$ cat config.mk
export PLATFORM = sky130hd
export DESIGN_NAME = roulette_wheel_selector_flat
export DESIGN_NICKNAME = d
export VERILOG_FILES = /design/src/rws_pkg.sv /design/src/rws_stream_if.sv /design/src/rws_front.sv /design/src/rws_queue.sv /design/src/rws_recip.sv /design/src/rws_back.sv /design/src/roulette_wheel_selector.sv /design/src/flat_wrapper.sv
export SDC_FILE = /design/constraint.sdc
export NUM_CORES = 2
export LEC_CHECK = 0
export BUFFER_PORTS_ARGS = -buffer_cell sky130_fd_sc_hd__buf_2
export CORE_MARGIN = 5
export CORE_UTILIZATION = 30
export CTS_CLUSTER_DIAMETER = 80
export DETAILED_ROUTE_END_ITERATION = 10
export PLACE_DENSITY = 0.43
export SLEW_MARGIN = 10
export SYNTH_ARGS = -nofsm -noshare
export SYNTH_HDL_FRONTEND = slang
export SYNTH_HIERARCHICAL = 1
export SYNTH_SLANG_ARGS = --single-unit
export TNS_END_PERCENT = 5
$ cat constraint.sdc
create_clock -name clk_i -period 17.5 [get_ports clk_i]
set_clock_uncertainty 0.1 [all_clocks]
set_input_delay 3.5 -clock clk_i [delete_from_list [all_inputs] [get_ports clk_i]]
set_output_delay 3.5 -clock clk_i [all_outputs]
set_load 0.01 [all_outputs]
$ cat src/rws_pkg.sv
// Shared constants, codes and types of the roulette wheel selector.
// No dependencies; every other file of the block imports this package.
package rws_pkg;

  localparam int DEF_MAX_POPULATION = 64;
  localparam int DEF_FITNESS_BITS   = 16;
  localparam int DEF_FRACTION_BITS  = 16;

  // Cumulative sums saturate at the top of this width
  localparam int              SUM_W   = 24;
  localparam logic [SUM_W-1:0] SUM_MAX = {SUM_W{1'b1}};

  localparam int                     DRAW_LIMIT_W     = 7;
  localparam logic [DRAW_LIMIT_W-1:0] DRAW_LIMIT_RESET = 7'd64;

  // Configuration port
  localparam int                  CFG_IDX_W        = 1;
  localparam int                  CFG_DATA_W       = DRAW_LIMIT_W;
  localparam logic [CFG_IDX_W-1:0] CFG_NATURAL_MODE = 1'b0;
  localparam logic [CFG_IDX_W-1:0] CFG_DRAW_LIMIT   = 1'b1;

  // Item kinds on the input channel
  localparam int              KIND_W     = 2;
  localparam logic [KIND_W-1:0] KIND_FIRST = 2'd0;
  localparam logic [KIND_W-1:0] KIND_MORE  = 2'd1;
  localparam logic [KIND_W-1:0] KIND_DRAW  = 2'd2;

  localparam int QUEUE_DEPTH = 2;

  // Commands passed from the front end to the back end
  typedef enum logic [1:0] {
    OP_RESTART,
    OP_LOAD,
    OP_DRAW
  } op_e;

  typedef struct packed {
    logic full;
    logic empty;
  } q_stat_t;

endpackage

$ cat src/rws_stream_if.sv
// Valid/ready channel interfaces of the roulette wheel selector.
// Depends on rws_pkg for default widths and the kind width.
interface rws_in_if import rws_pkg::*; #(
  parameter int FITNESS_BITS  = DEF_FITNESS_BITS,
  parameter int FRACTION_BITS = DEF_FRACTION_BITS
);
  logic                     valid;
  logic                     ready;
  logic [KIND_W-1:0]        kind;
  logic [FITNESS_BITS-1:0]  fitness;
  logic [FRACTION_BITS-1:0] fraction;

  modport source (output valid, kind, fitness, fraction, input ready);
  modport sink   (input valid, kind, fitness, fraction, output ready);
endinterface

interface rws_out_if import rws_pkg::*; #(
  parameter int IDX_W = $clog2(DEF_MAX_POPULATION)
);
  logic             valid;
  logic             ready;
  logic [IDX_W-1:0] selected_index;
  logic             last_selection;

  modport source (output valid, selected_index, last_selection, input ready);
  modport sink   (input valid, selected_index, last_selection, output ready);
endinterface

$ cat src/rws_front.sv
// Front end: accepts input items, classifies them into commands and holds
// the configuration registers. Depends on rws_pkg and rws_in_if.
module rws_front import rws_pkg::*; #(
  parameter int FITNESS_BITS  = DEF_FITNESS_BITS,
  parameter int FRACTION_BITS = DEF_FRACTION_BITS,
  localparam int ARG_W  = (FITNESS_BITS > FRACTION_BITS) ? FITNESS_BITS : FRACTION_BITS,
  localparam int DATA_W = ARG_W + 3
) (
  input  logic                    clk_i,
  input  logic                    rst_ni,
  rws_in_if.sink                  in_i,
  input  logic                    cfg_we_i,
  input  logic [CFG_IDX_W-1:0]    cfg_idx_i,
  input  logic [CFG_DATA_W-1:0]   cfg_data_i,
  input  q_stat_t                 q_stat_i,
  output logic                    q_push_o,
  output logic [DATA_W-1:0]       q_data_o,
  output logic [DRAW_LIMIT_W-1:0] draw_limit_o
);

  logic                    natural_q;
  logic [DRAW_LIMIT_W-1:0] draw_limit_q;
  logic                    accept;
  op_e                     op;
  logic                    keep;
  logic [ARG_W-1:0]        arg;

  assign in_i.ready = !q_stat_i.full;
  assign accept     = in_i.valid && in_i.ready;

  always_comb begin
    op   = OP_LOAD;
    keep = 1'b1;
    arg  = ARG_W'(in_i.fitness);
    unique case (in_i.kind)
      KIND_FIRST: op = OP_RESTART;
      KIND_MORE:  op = OP_LOAD;
      KIND_DRAW: begin
        op  = OP_DRAW;
        arg = ARG_W'(in_i.fraction);
      end
      default: keep = 1'b0; // unused kind: drop
    endcase
  end

  assign q_push_o     = accept && keep;
  // Mode is sampled with the item so that it travels with the load
  assign q_data_o     = {op, natural_q, arg};
  assign draw_limit_o = draw_limit_q;

  always_ff @(posedge clk_i or negedge rst_ni) begin
    if (!rst_ni) begin
      natural_q    <= 1'b1;
      draw_limit_q <= DRAW_LIMIT_RESET;
    end else if (cfg_we_i) begin
      unique case (cfg_idx_i)
        CFG_NATURAL_MODE: natural_q    <= cfg_data_i[0];
        CFG_DRAW_LIMIT:   draw_limit_q <= cfg_data_i;
        default: ;
      endcase
    end
  end

endmodule

$ cat src/rws_queue.sv
// Short command queue between the front end and the back end.
// Depends on rws_pkg for the status struct.
module rws_queue import rws_pkg::*; #(
  parameter int DATA_W = 8,
  parameter int DEPTH  = QUEUE_DEPTH,
  localparam int PTR_W = (DEPTH > 1) ? $clog2(DEPTH) : 1,
  localparam int CNT_W = $clog2(DEPTH + 1)
) (
  input  logic              clk_i,
  input  logic              rst_ni,
  input  logic              push_i,
  input  logic [DATA_W-1:0] data_i,
  input  logic              pop_i,
  output q_stat_t           stat_o,
  output logic [DATA_W-1:0] data_o
);

  logic [DATA_W-1:0] entries [DEPTH];
  logic [PTR_W-1:0]  wr_ptr_q, rd_ptr_q;
  logic [CNT_W-1:0]  count_q;
  logic              do_push, do_pop;

  assign stat_o.full  = (count_q == CNT_W'(DEPTH));
  assign stat_o.empty = (count_q == '0);
  assign do_push      = push_i && !stat_o.full;
  assign do_pop       = pop_i && !stat_o.empty;
  assign data_o       = entries[rd_ptr_q];

  always_ff @(posedge clk_i or negedge rst_ni) begin
    if (!rst_ni) begin
      wr_ptr_q <= '0;
      rd_ptr_q <= '0;
      count_q  <= '0;
    end else begin
      if (do_push) begin
        wr_ptr_q <= (wr_ptr_q == PTR_W'(DEPTH - 1)) ? '0 : wr_ptr_q + PTR_W'(1);
      end
      if (do_pop) begin
        rd_ptr_q <= (rd_ptr_q == PTR_W'(DEPTH - 1)) ? '0 : rd_ptr_q + PTR_W'(1);
      end
      if (do_push && !do_pop) begin
        count_q <= count_q + CNT_W'(1);
      end else if (do_pop && !do_push) begin
        count_q <= count_q - CNT_W'(1);
      end
    end
  end

  always_ff @(posedge clk_i) begin
    if (do_push) begin
      entries[wr_ptr_q] <= data_i;
    end
  end

endmodule

$ cat src/rws_recip.sv
// Restoring divider for the reciprocal 2^FITNESS_BITS / divisor,
// one quotient bit per cycle. Depends on rws_pkg for default widths.
module rws_recip import rws_pkg::*; #(
  parameter int FITNESS_BITS = DEF_FITNESS_BITS,
  localparam int STEPS = FITNESS_BITS + 1,
  localparam int CW    = $clog2(STEPS + 1)
) (
  input  logic                  clk_i,
  input  logic                  rst_ni,
  input  logic                  start_i,
  input  logic [FITNESS_BITS-1:0] divisor_i,
  output logic                  done_o,
  output logic [FITNESS_BITS:0] quotient_o
);

  logic                    busy_q, done_q;
  logic [CW-1:0]           cnt_q;
  logic [FITNESS_BITS-1:0] div_q, rem_q;
  logic [FITNESS_BITS:0]   quo_q;
  logic                    bit_in, ge;
  logic [FITNESS_BITS:0]   trial, diff;

  // Dividend is a one followed by zeros: feed the one on the first step
  assign bit_in = (cnt_q == CW'(STEPS));
  assign trial  = {rem_q, bit_in};
  assign diff   = trial - {1'b0, div_q};
  assign ge     = (trial >= {1'b0, div_q});

  assign done_o     = done_q;
  assign quotient_o = quo_q;

  always_ff @(posedge clk_i or negedge rst_ni) begin
    if (!rst_ni) begin
      busy_q <= 1'b0;
      done_q <= 1'b0;
      cnt_q  <= '0;
    end else begin
      done_q <= 1'b0;
      if (start_i) begin
        busy_q <= 1'b1;
        cnt_q  <= CW'(STEPS);
      end else if (busy_q) begin
        cnt_q <= cnt_q - CW'(1);
        if (cnt_q == CW'(1)) begin
          busy_q <= 1'b0;
          done_q <= 1'b1;
        end
      end
    end
  end

  always_ff @(posedge clk_i) begin
    if (start_i) begin
      div_q <= divisor_i;
      rem_q <= '0;
      quo_q <= '0;
    end else if (busy_q) begin
      rem_q <= ge ? diff[FITNESS_BITS-1:0] : trial[FITNESS_BITS-1:0];
      quo_q <= {quo_q[FITNESS_BITS-1:0], ge};
    end
  end

endmodule

$ cat src/rws_back.sv
// Back end: runs loads (reciprocal in inverse mode, cumulative sum) and draws (target,
// scan of the sums memory) and holds the result register.
// Depends on rws_pkg and rws_out_if.
module rws_back import rws_pkg::*; #(
  parameter int MAX_POPULATION = DEF_MAX_POPULATION,
  parameter int FITNESS_BITS   = DEF_FITNESS_BITS,
  parameter int FRACTION_BITS  = DEF_FRACTION_BITS,
  localparam int IDX_W  = $clog2(MAX_POPULATION),
  localparam int CNT_W  = $clog2(MAX_POPULATION + 1),
  localparam int ARG_W  = (FITNESS_BITS > FRACTION_BITS) ? FITNESS_BITS : FRACTION_BITS,
  localparam int DATA_W = ARG_W + 3
) (
  input  logic                    clk_i,
  input  logic                    rst_ni,
  input  q_stat_t                 q_stat_i,
  input  logic [DATA_W-1:0]       q_data_i,
  output logic                    q_pop_o,
  input  logic [DRAW_LIMIT_W-1:0] draw_limit_i,
  output logic                    div_start_o,
  output logic [FITNESS_BITS-1:0] div_divisor_o,
  input  logic                    div_done_i,
  input  logic [FITNESS_BITS:0]   div_quotient_i,
  rws_out_if.source               out_o
);

  localparam int ADJ_W  = FITNESS_BITS + 1;
  localparam int SUMX_W = ((SUM_W > ADJ_W) ? SUM_W : ADJ_W) + 1;
  localparam int PROD_W = SUM_W + FRACTION_BITS + 1;
  localparam int LIM_W  = (CNT_W > DRAW_LIMIT_W) ? CNT_W : DRAW_LIMIT_W;

  typedef enum logic [2:0] {
    ST_IDLE,
    ST_LOAD,
    ST_DIV,
    ST_ADD,
    ST_MUL,
    ST_SCAN,
    ST_OUT
  } state_e;

  state_e           state_q, state_d;
  logic [CNT_W-1:0] cnt_q, cnt_d;
  logic             zero_q, zero_d;
  logic [IDX_W-1:0] fz_q, fz_d;
  logic [CNT_W-1:0] draws_q, draws_d;
  logic [SUM_W-1:0] total_q, total_d;
  logic             out_valid_q, out_valid_d;
  logic [IDX_W-1:0] out_idx_q, out_idx_d;
  logic             out_last_q, out_last_d;

  logic [ARG_W-1:0] arg_q, arg_d;
  logic             nat_q, nat_d;
  logic [ADJ_W-1:0] adj_q, adj_d;
  logic [SUM_W-1:0] target_q, target_d;
  logic [IDX_W-1:0] scan_q, scan_d;
  logic [IDX_W-1:0] sel_q, sel_d;

  logic [SUM_W-1:0] sums [MAX_POPULATION];
  logic [SUM_W-1:0] rd_data_q;
  logic [IDX_W-1:0] rd_addr;
  logic             mem_we;

  op_e                     op;
  logic [FITNESS_BITS-1:0] fit;
  logic [FRACTION_BITS:0]  frac1;
  logic [PROD_W-1:0]       prod;
  logic [SUMX_W-1:0]       sum_full;
  logic [SUM_W-1:0]        sum_sat;
  logic [LIM_W-1:0]        limit_ext;
  logic [CNT_W-1:0]        limit;

  assign op       = op_e'(q_data_i[DATA_W-1 -: 2]);
  assign fit      = arg_q[FITNESS_BITS-1:0];
  assign frac1    = {1'b0, arg_q[FRACTION_BITS-1:0]} + (FRACTION_BITS + 1)'(1);
  assign prod     = PROD_W'(total_q) * PROD_W'(frac1);
  assign sum_full = SUMX_W'(total_q) + SUMX_W'(adj_q);
  assign sum_sat  = (sum_full > SUMX_W'(SUM_MAX)) ? SUM_MAX : sum_full[SUM_W-1:0];

  // Selection limit is the smaller of the register and the population
  assign limit_ext = (LIM_W'(draw_limit_i) < LIM_W'(cnt_q)) ? LIM_W'(draw_limit_i)
                                                            : LIM_W'(cnt_q);
  assign limit     = limit_ext[CNT_W-1:0];

  assign div_divisor_o        = fit;
  assign out_o.valid          = out_valid_q;
  assign out_o.selected_index = out_idx_q;
  assign out_o.last_selection = out_last_q;

  always_comb begin
    state_d     = state_q;
    cnt_d       = cnt_q;
    zero_d      = zero_q;
    fz_d        = fz_q;
    draws_d     = draws_q;
    total_d     = total_q;
    out_valid_d = out_valid_q;
    out_idx_d   = out_idx_q;
    out_last_d  = out_last_q;
    arg_d       = arg_q;
    nat_d       = nat_q;
    adj_d       = adj_q;
    target_d    = target_q;
    scan_d      = scan_q;
    sel_d       = sel_q;
    rd_addr     = scan_q;
    mem_we      = 1'b0;
    q_pop_o     = 1'b0;
    div_start_o = 1'b0;

    if (out_valid_q && out_o.ready) begin
      out_valid_d = 1'b0;
    end

    unique case (state_q)
      ST_IDLE: begin
        if (!q_stat_i.empty) begin
          q_pop_o = 1'b1;
          arg_d   = q_data_i[ARG_W-1:0];
          nat_d   = q_data_i[ARG_W];
          case (op)
            OP_RESTART: begin
              cnt_d   = '0;
              zero_d  = 1'b0;
              fz_d    = '0;
              draws_d = '0;
              total_d = '0;
              state_d = ST_LOAD;
            end
            OP_LOAD: state_d = ST_LOAD;
            OP_DRAW: begin
              // Drop draws past the limit, including on an empty table
              if (draws_q < limit) begin
                if (zero_q) begin
                  sel_d   = fz_q;
                  state_d = ST_OUT;
                end else begin
                  state_d = ST_MUL;
                end
              end
            end
            default: ;
          endcase
        end
      end
      ST_LOAD: begin
        if (cnt_q == CNT_W'(MAX_POPULATION)) begin
          state_d = ST_IDLE; // table full: drop
        end else if (nat_q) begin
          adj_d   = ADJ_W'(fit);
          state_d = ST_ADD;
        end else if (fit == '0) begin
          // Infinite weight: remember the first one, add nothing
          adj_d = '0;
          if (!zero_q) begin
            zero_d = 1'b1;
            fz_d   = cnt_q[IDX_W-1:0];
          end
          state_d = ST_ADD;
        end else begin
          div_start_o = 1'b1;
          state_d     = ST_DIV;
        end
      end
      ST_DIV: begin
        if (div_done_i) begin
          adj_d   = div_quotient_i;
          state_d = ST_ADD;
        end
      end
      ST_ADD: begin
        mem_we  = 1'b1;
        total_d = sum_sat;
        cnt_d   = cnt_q + CNT_W'(1);
        state_d = ST_IDLE;
      end
      ST_MUL: begin
        target_d = prod[FRACTION_BITS +: SUM_W];
        scan_d   = '0;
        rd_addr  = '0;
        state_d  = ST_SCAN;
      end
      ST_SCAN: begin
        // Sums never decrease: stop at the first one not below the target, or at the last
        if ((CNT_W'(scan_q) == cnt_q - CNT_W'(1)) || (rd_data_q >= target_q)) begin
          sel_d   = scan_q;
          state_d = ST_OUT;
        end else begin
          scan_d  = scan_q + IDX_W'(1);
          rd_addr = scan_q + IDX_W'(1);
        end
      end
      ST_OUT: begin
        if (!out_valid_q || out_o.ready) begin
          out_valid_d = 1'b1;
          out_idx_d   = sel_q;
          out_last_d  = (draws_q + CNT_W'(1) == limit);
          draws_d     = draws_q + CNT_W'(1);
          state_d     = ST_IDLE;
        end
      end
      default: state_d = ST_IDLE;
    endcase
  end

  always_ff @(posedge clk_i or negedge rst_ni) begin
    if (!rst_ni) begin
      state_q     <= ST_IDLE;
      cnt_q       <= '0;
      zero_q      <= 1'b0;
      fz_q        <= '0;
      draws_q     <= '0;
      total_q     <= '0;
      out_valid_q <= 1'b0;
      out_idx_q   <= '0;
      out_last_q  <= 1'b0;
    end else begin
      state_q     <= state_d;
      cnt_q       <= cnt_d;
      zero_q      <= zero_d;
      fz_q        <= fz_d;
      draws_q     <= draws_d;
      total_q     <= total_d;
      out_valid_q <= out_valid_d;
      out_idx_q   <= out_idx_d;
      out_last_q  <= out_last_d;
    end
  end

  always_ff @(posedge clk_i) begin
    arg_q    <= arg_d;
    nat_q    <= nat_d;
    adj_q    <= adj_d;
    target_q <= target_d;
    scan_q   <= scan_d;
    sel_q    <= sel_d;
  end

  always_ff @(posedge clk_i) begin
    if (mem_we) begin
      sums[cnt_q[IDX_W-1:0]] <= sum_sat;
    end
    rd_data_q <= sums[rd_addr];
  end

endmodule

$ cat src/roulette_wheel_selector.sv
// Roulette wheel selector top level: front end, command queue, back end and
// reciprocal divider. Depends on rws_pkg, rws_stream_if and the modules it uses.
//
//   channel | dir | handshake           | payload
//   --------+-----+---------------------+-----------------------------------
//   in_i    | in  | valid/ready         | kind, fitness, fraction
//   out_o   | out | valid/ready         | selected_index, last_selection
//   cfg     | in  | cfg_we_i, no ready  | cfg_idx_i, cfg_data_i
//
// In the back end a natural-mode load passes LOAD and ADD; an inverse-mode load
// of nonzero fitness also waits in DIV on the divider, one quotient bit a cycle.
// A draw passes MUL, then SCAN (up to the population) at one read a cycle
// from the sums memory, then OUT; after an inverse-mode zero fitness, only OUT.
// Reset is asynchronous and clears the counters; the sums need no clearing.
// A stalled output holds its result while the two-entry queue keeps filling.
module roulette_wheel_selector import rws_pkg::*; #(
  parameter int MAX_POPULATION = DEF_MAX_POPULATION,
  parameter int FITNESS_BITS   = DEF_FITNESS_BITS,
  parameter int FRACTION_BITS  = DEF_FRACTION_BITS
) (
  input  logic                  clk_i,
  input  logic                  rst_ni,
  rws_in_if.sink                in_i,
  rws_out_if.source             out_o,
  input  logic                  cfg_we_i,
  input  logic [CFG_IDX_W-1:0]  cfg_idx_i,
  input  logic [CFG_DATA_W-1:0] cfg_data_i
);

  localparam int ARG_W  = (FITNESS_BITS > FRACTION_BITS) ? FITNESS_BITS : FRACTION_BITS;
  localparam int DATA_W = ARG_W + 3;

  q_stat_t                 q_stat;
  logic                    q_push, q_pop;
  logic [DATA_W-1:0]       q_wdata, q_rdata;
  logic [DRAW_LIMIT_W-1:0] draw_limit;
  logic                    div_start, div_done;
  logic [FITNESS_BITS-1:0] div_divisor;
  logic [FITNESS_BITS:0]   div_quotient;

  rws_front #(
    .FITNESS_BITS  (FITNESS_BITS),
    .FRACTION_BITS (FRACTION_BITS)
  ) u_front (
    .clk_i        (clk_i),
    .rst_ni       (rst_ni),
    .in_i         (in_i),
    .cfg_we_i     (cfg_we_i),
    .cfg_idx_i    (cfg_idx_i),
    .cfg_data_i   (cfg_data_i),
    .q_stat_i     (q_stat),
    .q_push_o     (q_push),
    .q_data_o     (q_wdata),
    .draw_limit_o (draw_limit)
  );

  rws_queue #(
    .DATA_W (DATA_W),
    .DEPTH  (QUEUE_DEPTH)
  ) u_queue (
    .clk_i  (clk_i),
    .rst_ni (rst_ni),
    .push_i (q_push),
    .data_i (q_wdata),
    .pop_i  (q_pop),
    .stat_o (q_stat),
    .data_o (q_rdata)
  );

  rws_recip #(
    .FITNESS_BITS (FITNESS_BITS)
  ) u_recip (
    .clk_i      (clk_i),
    .rst_ni     (rst_ni),
    .start_i    (div_start),
    .divisor_i  (div_divisor),
    .done_o     (div_done),
    .quotient_o (div_quotient)
  );

  rws_back #(
    .MAX_POPULATION (MAX_POPULATION),
    .FITNESS_BITS   (FITNESS_BITS),
    .FRACTION_BITS  (FRACTION_BITS)
  ) u_back (
    .clk_i          (clk_i),
    .rst_ni         (rst_ni),
    .q_stat_i       (q_stat),
    .q_data_i       (q_rdata),
    .q_pop_o        (q_pop),
    .draw_limit_i   (draw_limit),
    .div_start_o    (div_start),
    .div_divisor_o  (div_divisor),
    .div_done_i     (div_done),
    .div_quotient_i (div_quotient),
    .out_o          (out_o)
  );

endmodule

$ cat src/flat_wrapper.sv
// flat-port wrapper written by rule: the top's interface ports become plain ports
module roulette_wheel_selector_flat import rws_pkg::*;
#(
  parameter int MAX_POPULATION = DEF_MAX_POPULATION,
  parameter int FITNESS_BITS   = DEF_FITNESS_BITS,
  parameter int FRACTION_BITS  = DEF_FRACTION_BITS
)
  (clk_i, rst_ni, cfg_we_i, cfg_idx_i, cfg_data_i, in_i_valid, in_i_kind, in_i_fitness, in_i_fraction, in_i_ready, out_o_valid, out_o_selected_index, out_o_last_selection, out_o_ready);
  rws_in_if #(.FITNESS_BITS(FITNESS_BITS), .FRACTION_BITS(FRACTION_BITS)) in_i_i ();
  rws_out_if out_o_i ();
  input  logic clk_i;
  input  logic rst_ni;
  input  logic cfg_we_i;
  input  logic [CFG_IDX_W-1:0] cfg_idx_i;
  input  logic [CFG_DATA_W-1:0] cfg_data_i;
  input wire logic [$bits(in_i_i.valid)-1:0] in_i_valid;
  input wire logic [$bits(in_i_i.kind)-1:0] in_i_kind;
  input wire logic [$bits(in_i_i.fitness)-1:0] in_i_fitness;
  input wire logic [$bits(in_i_i.fraction)-1:0] in_i_fraction;
  output wire logic [$bits(in_i_i.ready)-1:0] in_i_ready;
  output wire logic [$bits(out_o_i.valid)-1:0] out_o_valid;
  output wire logic [$bits(out_o_i.selected_index)-1:0] out_o_selected_index;
  output wire logic [$bits(out_o_i.last_selection)-1:0] out_o_last_selection;
  input wire logic [$bits(out_o_i.ready)-1:0] out_o_ready;
  assign in_i_i.valid = in_i_valid;
  assign in_i_i.kind = in_i_kind;
  assign in_i_i.fitness = in_i_fitness;
  assign in_i_i.fraction = in_i_fraction;
  assign in_i_ready = in_i_i.ready;
  assign out_o_valid = out_o_i.valid;
  assign out_o_selected_index = out_o_i.selected_index;
  assign out_o_last_selection = out_o_i.last_selection;
  assign out_o_i.ready = out_o_ready;
  roulette_wheel_selector #(.MAX_POPULATION(MAX_POPULATION), .FITNESS_BITS(FITNESS_BITS), .FRACTION_BITS(FRACTION_BITS)) u_core (.clk_i(clk_i), .rst_ni(rst_ni), .in_i(in_i_i), .out_o(out_o_i), .cfg_we_i(cfg_we_i), .cfg_idx_i(cfg_idx_i), .cfg_data_i(cfg_data_i));
endmodule
# After elaboration in Yosys (flattened, before gate mapping)
# Memory sizes are Yosys's and may differ from the RTL's. A register that Yosys moved wholly into a read port is not among the register bits.
# Cells that the tools add are included.
# totals
regBits,194
mem_bits_rw,1574
input_bits,47
elab_cells,195
memories,2
# mem_list
name,depth,width,read_ports,rd_ports_with_merged_regs,write_ports,line_no,rtl
u_core.u_back.sums,64,24,1,1,1,rws_back.sv:58,logic [SUM_W-1:0] sums [MAX_POPULATION];
u_core.u_queue.entries,2,19,1,0,1,rws_queue.sv:18,logic [DATA_W-1:0] entries [DEPTH];
# op_classes
addsub,12
n_mul,1
magnitude_cmp,5
n_eq_ne,31
muxes,77
bitwise,2
n_reduce_logical,39
# ops
op,n
24-bit 2-to-1 mux,3
6-bit 2-to-1 mux,12
17-bit 2-to-1 mux,4
24-bit case mux with 2 select lines,1
24-bit by 17-bit multiplier with 40-bit output,1
6-bit case mux with 2 select lines,3
17-bit case mux with 2 select lines,1
16-bit 2-to-1 mux,2
1-bit 2-to-1 mux,30
7-bit 2-to-1 mux,4
7-bit case mux with 2 select lines,2
24-bit by 17-bit adder with 25-bit output,1
"25-bit by 24-bit greater-than comparator with 1-bit output, second input constant",1
24-bit greater-or-equal comparator,1
"2-bit != test, second input constant",9
3-bit case mux with 6 select lines,1
6-bit AND reduction,3
"16-bit by 1-bit adder with 17-bit output, second input constant",1
17-bit by 16-bit greater-or-equal comparator with 1-bit output,1
16-bit logical NOT,1
16-bit subtractor,1
3-bit 2-to-1 mux,5
"7-bit by 1-bit adder with 7-bit output, second input constant",2
7-bit < comparator,2
other kinds (37),75

# Depth between registers and ports, before layout
# logic_depth
ltp_word,9
ltp_mapped,30

# Cells and area by module
# The synthesis kept the hierarchy.
# modules_own_cells
module,n_inst,cells_per_inst,area_per_inst_um2,seq_area_each_um2
rws_back,1,6518,82502.9,50048.0
rws_recip,1,327,3180.6,1316.3
rws_queue,1,78,1566.5,1241.2
rws_front,1,42,574.3,202.7

# Least setup slack after synthesis
# OpenSTA, ideal clock, no wires.
# synth_path
path_type,reg-to-reg
start,"reg u_core.u_back.arg_q[2], in the netlist u_core/u_back/div_divisor_o[2]"
end,"reg u_core.u_back.target_q[17], data pin"
setup_ns,0.195
arrival_time_ns,7.448
setup_slack_ns,9.758
stages_incl_launch_ff,31
synth_period_minus_slack_ns,7.742
path_cell_list,edfxtp_1 > and3_1 > and2_1 > nand4_1 > nor2_1 > xor2_1 > clkbuf_1 > nand2_1 > fa_1 > inv_1 > fa_1 > inv_1 > fa_1 > inv_1 > fa_1 > fa_1 > inv_1 > fa_1 > inv_1 > ha_1 > a21o_1 > a21o_1 > a211oi_1 > o21ai_0 > a31oi_1 > a21oi_1 > or2_2 > a41o_1 > a21o_1 > a2111o_1 > o311ai_0
# synth_between
elab_chain_len,2
# synth_lines
element,line_no,rtl
start: declaration,rws_back.sv:51,"logic [ARG_W-1:0] arg_q, arg_d;"
start signal: assignment,rws_back.sv:230,arg_q <= arg_d;
16-bit by 1-bit adder with 17-bit output,rws_back.sv:74,"assign frac1 = {1'b0, arg_q[FRACTION_BITS-1:0]} + (FRACTION_BITS + 1)'(1);"
24-bit by 17-bit multiplier with 40-bit output,rws_back.sv:75,assign prod = PROD_W'(total_q) * PROD_W'(frac1);
named net u_core.u_back.prod[33],rws_back.sv:66,logic [PROD_W-1:0] prod;
end signal: assignment,rws_back.sv:233,target_q <= target_d;
end: declaration,rws_back.sv:54,"logic [SUM_W-1:0] target_q, target_d;"
# The timed path passes the listed nets, and every way through them passes these cells.
# A chain may end at the register's enable or synchronous reset.

# Worst setup path after layout
# Ends and elaborated chain as after synthesis.

==> flow_summary.toml <==
[sta]
setup_ws_ns = 8.78
final_hold_viol_count = 0
period_needed_ns = 8.72
finalSetupTns_ns = 0
rsz0062_at_grt = "no"
finalMaxSlewViolations = 0
relSlewSlack = 0.113
tightestPinTransition_ns = 1.32
final.period_utilization = 0.498
fmax_ghz = 0.115
setup_viol = 0

[cts]
cts_setup_buffers = 0
ctsResizeCount = 0
clock_latency_ns = 0.90
cts_sinks = 1792
clk_pin_slew_worst_paths_ns = 0.06
postCtsHoldBufs = 0
cts-root-to-sink-buffers = 4
htreeDepth = 4
cts-root-buf = "clkbuf_16"
cts-buffers-inserted = 205
cts_tree = "done"

[critical_path]
cp-start-kind = "flip-flop"
crit_top_cell = "fa_1"
crit_path_end_kind = "flip-flop"
crit_fanout = 24
critPathSlowestCell = "fa_1"
cp.required_ns = 18.01
critPathTopFamily = "adder cells"
reg2reg_to = "u_core/u_back/target_q[17]"
crit_buf_inv = 6
timing.rr.start = "u_core/u_back/div_divisor_o[2]"
r2r_cells = 30
max_stage_delay_ns = 0.54
critPathKind = "reg -> reg"
arrival_ns = 9.23
reg2reg_slack_ns = 8.78

[logic_synthesis]
ys_types = 105
ys_dominant_reg_cell = "edfxtp_1"
synth-edff-count = 1654
synth.avg_cell_area_sq_um = 12.6
synthCells = 6965
yosys_warnings = 6
yosys_register_bits = 1792
async_flop_share = 0.0419
synthesis.nets = 7528
netlist_area_sq_um = 87800
yosysSeqAreaShare = 0.601

[detailed_routing]
drt_wl_total_mm = 306
wl_per_cell_um = 27.6
drt_iter0_markers = 5663
ant_nets = 0
dr.pass1.iters = 9
drc_errors = 0
via_count = 58200
via_per_inst = 5.25

[worst_hold_path]
hp-start = "u_core/u_back/sel_q[4]"
whs_endpoint = "u_core/u_back/out_o.selected_index[4]"
worst_hold_path_type = "reg -> reg"
hold_depth = 2

[place]
pre_cts_slack_ns = 8.79
post-dp-hpwl_mm = 185
port_buffers = 55
placed_cells = 10700
gp_congestion = 0.838

[floorplanning]
start_util = 0.301
die_area_sq_um = 304000
coreArea_sq_um = 291000
fp.dieW_um = 551
die_h_um = 551
num_io_pins = 56
rows = 198

[flow_run]
max_cap_viol_count = 0

[final_layout]
final_util = 0.343
synthToLayoutAreaGrowth_pct = 13.8
final_cells = 11100
multi_input_area_sq_um = 31900
drive_gt1_frac = 0.107
nets = 7573
seq_area_sq_um = 52800
fillers = 28600

[global_route]
grt-ovfl-total = 0
grt_pass1_vias = 58400
grt_usage = 0.198
antenna_found_initial = 13
grt_pass1_wl_mm = 437
grt_max_degree = 119

[run_status]
outcome = "complete, no violations"
## worst max path at each step
stage / end / slack (ns) / cells after the start / startpoint
2_1_floorplan: u_core/u_back/target_q[17] / 9.76 / 30 / u_core/u_back/div_divisor_o[2]
3_3_place_gp: u_core/u_back/target_q[17] / 8.71 / 30 / u_core/u_back/div_divisor_o[2]
3_5_place_dp: u_core/u_back/target_q[17] / 8.79 / 30 / u_core/u_back/div_divisor_o[2]
4_1_cts: u_core/u_back/target_q[17] / 8.68 / 30 / u_core/u_back/div_divisor_o[2]
5_1_grt: u_core/u_back/target_q[17] / 8.24 / 30 / u_core/u_back/div_divisor_o[2]
6_report: u_core/u_back/target_q[17] / 8.78 / 30 / u_core/u_back/div_divisor_o[2]
## metrics by stage
| stage | area [sq um] | hold WS [ns] |
|---|---|---|
| after CTS | 99900 | 0.343 |
| after floorplan | 87800 | 0.315 |
| after detailed placement | 93500 | 0.336 |
| after global routing | 100000 | 0.376 |
| final | 100000 | 0.348 |
| after global placement | 93500 | 0.344 |
## layout by cell type (no fill, tap or decap), types with 48 or more instances in the layout
master / netlist / routed
edfxtp_1: 1654 / 1654
nand2_1: 1157 / 1138
inv_1: 495 / 495
a21oi_1: 356 / 354
fa_1: 328 / 328
nand3_1: 310 / 308
mux2i_1: 273 / 271
buf_4: 13 / 220
clkbuf_16: 0 / 206
ha_1: 188 / 188
a22o_1: 156 / 156
nor2_1: 193 / 127
and2_1: 125 / 125
a221oi_1: 102 / 102
o21ai_0: 106 / 101
a222oi_1: 84 / 84
a22oi_1: 75 / 75
dfrtp_1: 73 / 72
dfxtp_1: 63 / 62
and3_1: 62 / 61
clkbuf_1: 240 / 60
nor3_1: 62 / 59
buf_2: 127 / 54
xnor2_1: 61 / 49
nand4_1: 48 / 48
## synthesized netlist by cell type (125+ instances only)
library cell / count / area [sq um]
clkbuf_1: 240 / 901
edfxtp_1: 1654 / 49700
and2_1: 125 / 782
mux2i_1: 273 / 2730
nor2_1: 193 / 724
ha_1: 188 / 2350
nand2_1: 1157 / 4340
inv_1: 495 / 1860
a22o_1: 156 / 1370
a21oi_1: 356 / 1780
fa_1: 328 / 6570
nand3_1: 310 / 1550
buf_2: 127 / 636
## registers in the layout, indices dropped and copies added (netlist names), 16 cells and up
register                     count
u_core/u_recip/rem_q            16
u_core/u_queue/entries          38
u_core/u_back/adj_q             17
u_core/u_back/target_q          24
u_core/u_back/div_divisor_o     16
u_core/u_back/total_q           24
u_core/u_back/rd_data_q         24
u_core/u_recip/quotient_o       17
u_core/u_recip/div_q            16
u_core/u_back/sums            1536
## kinds of logic after synthesis
kind of cell               Yosys count  share of synthesized area
AOI/OAI and AO/OA                 1198                     0.0983
xor gates and xnor gates            89                    0.00888
adders and majority gates          516                      0.102
buffers and inverters              942                     0.0432
DFF                               1792                      0.601
muxes                              333                     0.0398
and+or+nand+nor                   2095                      0.107
## cell type report
type	instances	share of cell area
clock inverters	100	0.00955
flip-flops and latches	1792	0.528
multi-input cells	4231	0.319
clock buffers	271	0.0545
inverters	500	0.0189
well taps	3900	0.0488
repair buffers	280	0.0204
diodes	10	0.000250
## worst min-delay path: cells and delay by family (launching register included)
family | cells | cell delay (ns)
simple gates | 2 | 0.10
flops | 1 | 0.32
## layer usage
layer  GRT usage  routed length, um  vias to the layer above
met2       0.330             146000                     1895
met5           0                 38                        -
met3      0.0220              16000                      473
met1       0.267             132000                    30300
met4      0.0679              11600                        6
li1            -                  -                    25500
Power is left out: the tool's default activity adds up to more than one toggle a clock period on the data nets, which glitch-free logic cannot reach.
